<file path="src/design/tlbcr_pkg.sv">
`timescale 1ns / 1ps
// ----------------------------------------------------------------------------
// tlbcr_pkg
// Shared sizes, command codes and sequencer states for the translation buffer
// ----------------------------------------------------------------------------
package tlbcr_pkg;

  localparam int ENTRIES    = 16;
  localparam int IDX_BITS   = $clog2(ENTRIES);
  localparam int PAGE_BITS  = 8;
  localparam int FRAME_BITS = 8;

  typedef logic [IDX_BITS-1:0]   idx_t;
  typedef logic [PAGE_BITS-1:0]  page_t;
  typedef logic [FRAME_BITS-1:0] frame_t;

  typedef enum logic {
    CMD_LOOKUP = 1'b0,
    CMD_ADD    = 1'b1
  } cmd_t;

  typedef enum logic [1:0] {
    S_IDLE,
    S_SCAN,
    S_WRITE
  } state_t;

endpackage

</file>
<file path="src/design/tlbcr_in_if.sv">
`timescale 1ns / 1ps
// ----------------------------------------------------------------------------
// tlbcr_in_if
// Request channel: command, page, frame and mode flag with valid/ready
// ----------------------------------------------------------------------------
interface tlbcr_in_if;
  logic                  valid;
  logic                  ready;
  logic                  command;
  tlbcr_pkg::page_t      page;
  tlbcr_pkg::frame_t     frame;
  logic                  mode_flag;

  modport source (output valid, command, page, frame, mode_flag, input ready);
  modport sink   (input valid, command, page, frame, mode_flag, output ready);
endinterface

</file>
<file path="src/design/tlbcr_out_if.sv">
`timescale 1ns / 1ps
// ----------------------------------------------------------------------------
// tlbcr_out_if
// Response channel: hit flag and found frame with valid/ready
// ----------------------------------------------------------------------------
interface tlbcr_out_if;
  logic                  valid;
  logic                  ready;
  logic                  hit;
  tlbcr_pkg::frame_t     found_frame;

  modport source (output valid, hit, found_frame, input ready);
  modport sink   (input valid, hit, found_frame, output ready);
endinterface

</file>
<file path="src/design/tlb_with_clock_replacement.sv">
`timescale 1ns / 1ps
// ----------------------------------------------------------------------------
// tlb_with_clock_replacement
// Fully associative translation buffer with enhanced clock victim selection
// ----------------------------------------------------------------------------
// channel  dir  payload                                  words
// req      in   command, page, frame, mode_flag          one per item
// rsp      out  hit, found_frame                         one per item
//
// one comparator walks the entries, one entry per cycle
// lookup: scans from slot zero over up to ENTRIES entries (stops at the first valid match)
// add: scans from the hand over up to ENTRIES entries, then a write state fills the victim slot
// req.ready needs idle and a free or draining response register; a stalled
// response holds in its register; rst empties all entries, hand at slot zero
// ----------------------------------------------------------------------------
module tlb_with_clock_replacement (
  input  logic              clk,
  input  logic              rst,
  tlbcr_in_if.sink          req,
  tlbcr_out_if.source       rsp
);

  // entry storage
  tlbcr_pkg::page_t                  entry_page  [tlbcr_pkg::ENTRIES];
  tlbcr_pkg::frame_t                 entry_frame [tlbcr_pkg::ENTRIES];
  logic [tlbcr_pkg::ENTRIES-1:0]     entry_valid;
  logic [tlbcr_pkg::ENTRIES-1:0]     entry_readonly;
  logic [tlbcr_pkg::ENTRIES-1:0]     entry_referenced;
  tlbcr_pkg::idx_t                   hand;

  // sequencer
  tlbcr_pkg::state_t state, state_next;
  tlbcr_pkg::idx_t   idx;
  tlbcr_pkg::idx_t   cnt;
  tlbcr_pkg::idx_t   victim;
  logic              best;
  logic              good;

  // latched request
  logic              cmd_r;
  tlbcr_pkg::page_t  page_r;
  tlbcr_pkg::frame_t frame_r;
  logic              flag_r;

  // response register
  logic              res_valid;
  logic              res_hit;
  tlbcr_pkg::frame_t res_frame;

  logic              accept;
  logic              scan_last;
  logic              cmp_eq;
  logic              lk_hit;
  logic              add_take;
  logic              add_best;
  logic              add_good;
  logic              add_ro;
  logic              add_clear;
  logic              scan_stop;
  tlbcr_pkg::idx_t   idx_inc;
  tlbcr_pkg::idx_t   victim_inc;

  assign accept      = req.valid && req.ready;
  assign req.ready   = (state == tlbcr_pkg::S_IDLE) && (!res_valid || rsp.ready);
  assign rsp.valid   = res_valid;
  assign rsp.hit     = res_hit;
  assign rsp.found_frame = res_frame;

  assign scan_last  = (cnt == tlbcr_pkg::idx_t'(tlbcr_pkg::ENTRIES - 1));
  assign idx_inc    = (idx == tlbcr_pkg::idx_t'(tlbcr_pkg::ENTRIES - 1)) ?
                      '0 : idx + 1'b1;
  assign victim_inc = (victim == tlbcr_pkg::idx_t'(tlbcr_pkg::ENTRIES - 1)) ?
                      '0 : victim + 1'b1;

  // the shared compare unit: page for a lookup, frame for an add
  always_comb begin
    if (cmd_r == tlbcr_pkg::CMD_ADD) begin
      cmp_eq = (entry_frame[idx] == frame_r);
    end else begin
      cmp_eq = (entry_page[idx] == page_r);
    end
  end

  // scan decisions for the entry under idx
  always_comb begin
    lk_hit    = 1'b0;
    add_take  = 1'b0;
    add_best  = 1'b0;
    add_good  = 1'b0;
    add_ro    = 1'b0;
    add_clear = 1'b0;
    if (state == tlbcr_pkg::S_SCAN) begin
      if (cmd_r == tlbcr_pkg::CMD_ADD) begin
        if (!entry_valid[idx] || cmp_eq) begin
          add_take = 1'b1;
        end else if (entry_readonly[idx] && !entry_referenced[idx]) begin
          add_best = 1'b1;
        end else if (!best && !entry_referenced[idx]) begin
          add_good = 1'b1;
        end else if (!good && entry_readonly[idx]) begin
          add_ro = 1'b1;
        end else begin
          add_clear = 1'b1;
        end
      end else begin
        lk_hit = entry_valid[idx] && cmp_eq;
      end
    end
  end

  assign scan_stop = lk_hit || add_take || scan_last;

  always_comb begin
    state_next = state;
    case (state)
      tlbcr_pkg::S_IDLE: begin
        if (accept) state_next = tlbcr_pkg::S_SCAN;
      end
      tlbcr_pkg::S_SCAN: begin
        if (scan_stop) begin
          state_next = (cmd_r == tlbcr_pkg::CMD_ADD) ? tlbcr_pkg::S_WRITE
                                                     : tlbcr_pkg::S_IDLE;
        end
      end
      tlbcr_pkg::S_WRITE: state_next = tlbcr_pkg::S_IDLE;
      default:            state_next = tlbcr_pkg::S_IDLE;
    endcase
  end

  always_ff @(posedge clk) begin
    if (rst) begin
      state            <= tlbcr_pkg::S_IDLE;
      entry_valid      <= '0;
      entry_readonly   <= '0;
      entry_referenced <= '0;
      hand             <= '0;
      res_valid        <= 1'b0;
      idx              <= '0;
      cnt              <= '0;
      victim           <= '0;
      best             <= 1'b0;
      good             <= 1'b0;
    end else begin
      state <= state_next;
      if (res_valid && rsp.ready) res_valid <= 1'b0;

      if (accept) begin
        cmd_r   <= req.command;
        page_r  <= req.page;
        frame_r <= req.frame;
        flag_r  <= req.mode_flag;
        cnt     <= '0;
        best    <= 1'b0;
        good    <= 1'b0;
        victim  <= hand;
        idx     <= (req.command == tlbcr_pkg::CMD_ADD) ? hand : '0;
      end

      if (state == tlbcr_pkg::S_SCAN) begin
        idx <= idx_inc;
        cnt <= cnt + 1'b1;
        if (lk_hit) begin
          entry_readonly[idx]   <= flag_r;
          entry_referenced[idx] <= 1'b1;
        end
        if (add_take || add_best || add_good || add_ro) victim <= idx;
        if (add_best) best <= 1'b1;
        if (add_good) good <= 1'b1;
        if (add_clear) entry_referenced[idx] <= 1'b0;
        // lookup finishes here, hit or miss
        if (cmd_r == tlbcr_pkg::CMD_LOOKUP && scan_stop) begin
          res_valid <= 1'b1;
          res_hit   <= lk_hit;
          res_frame <= lk_hit ? entry_frame[idx] : '0;
        end
      end

      if (state == tlbcr_pkg::S_WRITE) begin
        entry_page[victim]       <= page_r;
        entry_frame[victim]      <= frame_r;
        entry_valid[victim]      <= 1'b1;
        entry_readonly[victim]   <= flag_r;
        entry_referenced[victim] <= 1'b1;
        hand                     <= victim_inc;
        res_valid                <= 1'b1;
        res_hit                  <= 1'b0;
        res_frame                <= '0;
      end
    end
  end

`ifndef SYNTHESIS
  a_busy_not_ready: assert property (@(posedge clk) disable iff (rst)
    (state != tlbcr_pkg::S_IDLE) |-> !req.ready)
    else $error("request taken while the scan is busy");

  a_miss_zero_frame: assert property (@(posedge clk) disable iff (rst)
    (res_valid && !res_hit) |-> (res_frame == '0))
    else $error("miss or add response carries a frame");

  a_write_sets_valid: assert property (@(posedge clk) disable iff (rst)
    (state == tlbcr_pkg::S_WRITE) |=> (entry_valid[$past(victim)] &&
                                        entry_referenced[$past(victim)]))
    else $error("victim slot not filled after write");

  a_hand_moves: assert property (@(posedge clk) disable iff (rst)
    (state == tlbcr_pkg::S_WRITE) |=> (hand == $past(victim_inc)))
    else $error("hand not placed after the victim");

  a_add_ends_in_write: assert property (@(posedge clk) disable iff (rst)
    (state == tlbcr_pkg::S_SCAN && cmd_r == tlbcr_pkg::CMD_ADD && scan_stop)
      |=> (state == tlbcr_pkg::S_WRITE))
    else $error("add scan ended without a write");
`endif

endmodule

</file>
<file path="src/flat_wrapper.sv">
// flat-port wrapper written by rule: the top's interface ports become plain ports
module tlb_with_clock_replacement_flat 
  (clk, rst, req_valid, req_command, req_page, req_frame, req_mode_flag, req_ready, rsp_valid, rsp_hit, rsp_found_frame, rsp_ready);
  tlbcr_in_if req_i ();
  tlbcr_out_if rsp_i ();
  input  logic clk;
  input  logic rst;
  input wire logic [$bits(req_i.valid)-1:0] req_valid;
  input wire logic [$bits(req_i.command)-1:0] req_command;
  input wire logic [$bits(req_i.page)-1:0] req_page;
  input wire logic [$bits(req_i.frame)-1:0] req_frame;
  input wire logic [$bits(req_i.mode_flag)-1:0] req_mode_flag;
  output wire logic [$bits(req_i.ready)-1:0] req_ready;
  output wire logic [$bits(rsp_i.valid)-1:0] rsp_valid;
  output wire logic [$bits(rsp_i.hit)-1:0] rsp_hit;
  output wire logic [$bits(rsp_i.found_frame)-1:0] rsp_found_frame;
  input wire logic [$bits(rsp_i.ready)-1:0] rsp_ready;
  assign req_i.valid = req_valid;
  assign req_i.command = req_command;
  assign req_i.page = req_page;
  assign req_i.frame = req_frame;
  assign req_i.mode_flag = req_mode_flag;
  assign req_ready = req_i.ready;
  assign rsp_valid = rsp_i.valid;
  assign rsp_hit = rsp_i.hit;
  assign rsp_found_frame = rsp_i.found_frame;
  assign rsp_i.ready = rsp_ready;
  tlb_with_clock_replacement u_core (.clk(clk), .rst(rst), .req(req_i), .rsp(rsp_i));
endmodule
</file>
<file path="config.mk">
export PLATFORM = sky130hd
export DESIGN_NAME = tlb_with_clock_replacement_flat
export DESIGN_NICKNAME = d
export VERILOG_FILES = /design/src/design/tlbcr_pkg.sv /design/src/design/tlbcr_in_if.sv /design/src/design/tlbcr_out_if.sv /design/src/design/tlb_with_clock_replacement.sv /design/src/flat_wrapper.sv
export SDC_FILE = /design/constraint.sdc
export NUM_CORES = 1
export LEC_CHECK = 0
export ABC_CLOCK_PERIOD_IN_PS = 4700
export BUFFER_PORTS_ARGS = -buffer_cell sky130_fd_sc_hd__buf_2
export CAP_MARGIN = 25
export CORE_ASPECT_RATIO = 0.75
export CORE_MARGIN = 2
export CORE_UTILIZATION = 35
export CTS_CLUSTER_SIZE = 28
export DETAILED_ROUTE_END_ITERATION = 8
export PLACE_DENSITY = 0.53
export SETUP_SLACK_MARGIN = 0.05
export SLEW_MARGIN = 10
export SYNTH_ARGS = -nofsm -noshare
export SYNTH_HDL_FRONTEND = slang
export SYNTH_SLANG_ARGS = --single-unit
</file>
<file path="constraint.sdc">
create_clock -name clk -period 4.7 [get_ports clk]
set_clock_uncertainty 0.05 [all_clocks]
set_input_delay 0 -clock clk [delete_from_list [all_inputs] [get_ports clk]]
set_output_delay 0 -clock clk [all_outputs]
set_load 0.03 [all_outputs]
</file>
* Word-level counts from Yosys, hierarchy flattened
Memory sizes are Yosys's and may differ from the RTL's. A register that Yosys moved wholly into a read port is not among the register bits. Cells that the tools add are included.
Word-level totals: memories 2, memory bits (writable) 256, flip-flop bits (word level) 96, logic and storage cells 157
Operators by class: eq/ne operators 9, reductions and logical operators 29, order comparisons 4, bitwise operators 7, multiplexer cells 86, $add $sub $neg 3
Memory list:
- u_core.entry_frame | words 16, bits a word 8, read ports 1, clocked after Yosys merged registers in 1, wr ports 1, line tlb_with_clock_replacement.sv:25 | tlbcr_pkg::frame_t entry_frame [tlbcr_pkg::ENTRIES];
- u_core.entry_page | words 16, bits a word 8, read ports 1, clocked after Yosys merged registers in 1, wr ports 1, line tlb_with_clock_replacement.sv:24 | tlbcr_pkg::page_t entry_page [tlbcr_pkg::ENTRIES];
Operators by type and width (number):
- $mux 16 | 11
- $mux 4 | 14
- $or 16x16->16 | 3
- $mux 1 | 47
- $bwmux 16 | 2
- $mux 8 | 3
- $and 16x16->16 | 1
- $eq 8x8->1 | 2
- $not 16->16 | 1
- $add 4x1->4 const B | 3
- $bmux 1 s4 | 3
- $eq 4x4->1 const B | 3
- $logic_and 1x1->1 | 10
- $lt 4x5->1 const B | 2
- $demux 1 s4 | 2
- $ge 4x1->1 const B | 2
- $logic_or 1x1->1 | 7
- $mux 2 | 3
- $reduce_bool 2->1 | 3
- $logic_not 1->1 | 5
- $ne 2x1->1 const B | 2
- $pmux 2 s2 | 1
- $reduce_and 2->1 | 2
- $reduce_and 3->1 | 1
- other kinds (4) | 5

* Depth between registers and ports, before layout
word-level depth 14, depth in mapped cells 14, gate-level depth less buffers 9

* Worst setup path after synthesis
OpenSTA, ideal clock, no wires.
kind register to register, start point register with a tool-made name, end point register u_core.res_frame[0] (netlist: u_core.rsp.found_frame[0]), enable pin, required time 4.320 ns, path buffers 5, arrival time 2.833 ns, path slack 1.487 ns, stages on the path, launching flop included 12, setup time 0.330 ns, path through dfxtp_1 -> buf_6 -> buf_6 -> buf_6 -> buf_2 -> mux4_2 -> mux4_2 -> xnor2_1 -> nand4_1 -> buf_2 -> a21oi_1 -> o211a_1
RTL lines:
- to (signal assigned) | line tlb_with_clock_replacement.sv:174 | res_frame <= lk_hit ? entry_frame[idx] : '0;
- to (decl) | line tlb_with_clock_replacement.sv:48 | tlbcr_pkg::frame_t res_frame;

==> flow_metrics.tcl <==
set metrics [dict create \
    status "completed" \
    clockBufferDepth 3 \
    cts.sinks 356 \
    path_clk_slew_ns 0.06 \
    synthDominantCellAreaShare 0.581 \
    gp_congestion 0.796 \
    drt-pass1-iter-count 5 \
    cts_root_buf "clkbuf_16" \
    grt_overflow 0 \
    ys_seq_area_frac 0.680 \
    dp_hpwl_um 22000 \
    synth-edff-count 283 \
    synth_seq_cells 356 \
    viasPerCell 5.21 \
    fin_setup_tns_ns 0 \
    antenna_found_initial 0 \
    async_flop_share 0 \
    wl_met3_um 2080 \
    die_h_um 181 \
    drive_above_1_share 0.207 \
    place_inst 1509 \
    rsz0062_at_grt "false" \
    setup_violations 0 \
    cts_inserted_buffers 37 \
    top_level_ports 33 \
    yosys.cell_types.count 59 \
    total_leakage_power_nw 5.32 \
    slowest_stage "dfxtp_4" \
    fin_crit_sh 0.855 \
    period_needed_ns 4.02 \
    cp.arrival_ns 4.34 \
    cellPowerDensity_nw_per_um2 434 \
    cp-end-kind "register" \
    wirelength_um 36900 \
    cts_tree "done" \
    core_sq_um 41000 \
    ant_nets 0 \
    wl_per_cell_um 23.1 \
    max_slew.worst_pin.slew_ns 0.934 \
    synth_area_per_cell_sq_um 15.6 \
    area_growth_pct 15.5 \
    synth_ff_type "edfxtp_1" \
    die-area_sq_um 43500 \
    ys_warn_count 0 \
    synth.top_cells.by_count "edfxtp_1 (283), nor2_1 (109), dfxtp_1 (73)" \
    grt_pass1_vias 8217 \
    grt_pass1_wl_um 55000 \
    slew_viol_final 0 \
    hp-start "rst" \
    power_mw 7.33 \
    start_util 0.357 \
    cts_setup_buffers 0 \
    r2r_setup_slack_ns 0.68 \
    max_stage_delay_ns 0.70 \
    io_buffers 32 \
    worstSetupPathType "reg2reg" \
    drtIter0Drc 829 \
    nNetsFinal 1041 \
    critPathRequiredTime_ns 5.03 \
    max_freq_ghz 0.249 \
    irDropWorstVdd_mv 0.265 \
    wl_met2_um 15900 \
    fillers 3792 \
    grt_usage 0.172 \
    yosys.area.top_type "edfxtp_1" \
    yosysMostFrequentCell "edfxtp_1" \
    top_layer "met4" \
    hold_class "in2reg" \
    drt-met1-wl_um 18200 \
    synthCells 939 \
    synth_area_leaders "edfxtp_1 (58%), mux4_2 (10%), dfxtp_1 (10%)" \
    hold_viol_final 0 \
    cp_max_fo 31 \
    htree_levels 2 \
    stdcell_count 1594 \
    syn_area_sq_um 14600 \
    drv_cap 0 \
    drc 0 \
    start_kind "register" \
    grt_start_max_net_pins 35 \
    rows 64 \
    path_cells "buf_4, mux4_2, mux2_2, a22oi_2, xor2_1, o2111ai_1, o31a_1, nand4_2, o22ai_1, a21oi_1" \
    syn_nets 973 \
    vias 8304 \
    clk_latency_ns 0.54 \
    relSlewSlack 0.376 \
    timing.hold.ws_ns 0.0180 \
    die_w_um 240 \
]
-- per-layer routing --
layer,up-vias,global-route usage
met5,-,0
met4,0,0.0400
met3,51,0.0266
met2,247,0.244
met1,4232,0.275
li1,3774,-
-- path summary, 6_finish.rpt --
check | to | cells past startpoint
worst max-delay path | u_core.entry_referenced[15] | 10
worst min register to register | u_core.entry_valid[15] | 2
worst min-delay path | u_core.entry_valid[1] | 2
worst max register to register | u_core.entry_referenced[15] | 10
-- area by class of cell --
type                    count  area (sq um)  share of cell area
flip-flops and latches    356          9970               0.589
multi-input cells         516          4440               0.262
clock buffers              48          1030              0.0609
well taps                 561           702              0.0415
repair buffers             80           583              0.0345
clock inverters            16           126             0.00747
inverters                  16          60.1             0.00355
diodes                      1          2.50            0.000148
-- placed cells by master, fill, tap and decap left out, types with 10 or more instances in the layout --
cell type	instances
and3_1	11
mux2i_1	62
edfxtp_1	283
nand3_1	18
a211oi_1	12
nor2b_1	10
clkbuf_16	39
ha_1	12
buf_4	27
nand2_1	34
nor2_1	92
nor3_1	32
mux4_2	67
dfxtp_1	69
buf_2	32
inv_1	14
and2_1	10
a21oi_1	27
dlygate4sd3_1	20
o21ai_0	19
-- flip-flops by register name, summed over array words and instances (netlist names), 2 cells and up, named ones only --
name                     flops
u_core.hand                  4
u_core.cnt                   4
u_core.entry_valid          16
u_core.entry_referenced     16
u_core.entry_page          128
u_core.entry_readonly       16
u_core.page_r                8
u_core.idx                   4
u_core.rsp.found_frame       8
u_core.entry_frame         128
u_core.state                 2
u_core.frame_r               8
u_core.victim                4
-- cell families after synthesis --
logic type,synth area share
and+or+nand+nor,0.0766
DFF,0.680
adders and majority gates,0.0103
muxes,0.152
xor gates and xnor gates,0.00898
AOI/OAI and AO/OA,0.0493
buffers and inverters,0.0220
-- power breakdown --
group / switching [mW] / internal, mW / total [mW]
Combinational: 0.471 / 0.376 / 0.847
Clock: 1.19 / 1.65 / 2.84
Sequential: 0.168 / 3.47 / 3.64
Total: 1.83 / 5.50 / 7.33
-- stage by stage --
step	utilization	area, sq um	setup WS (ns)
floorplan	-	14600	1.49
global placement	0.379	15500	0.685
detailed placement	0.379	15500	0.657
CTS	0.412	16900	0.643
global route	0.412	16900	0.445
finish	0.412	16900	0.683
-- what timing repair did --
item,4_1_cts,5_1_grt
hold buffers,20,0
gates resized for setup,0,0
hold endpoints to repair,24,0
setup endpoints to repair,0,0
-- worst max-delay path, delay by kind of cell (launching register included) --
kind	cells	cell delay (ns)
AOI/OAI and AO/OA	5	1.10
muxes	2	0.84
DFF	1	0.70
buffers and inverters	1	0.54
and+or+nand+nor	1	0.50
xor gates and xnor gates	1	0.09
Power figures use the tool's default switching activity.
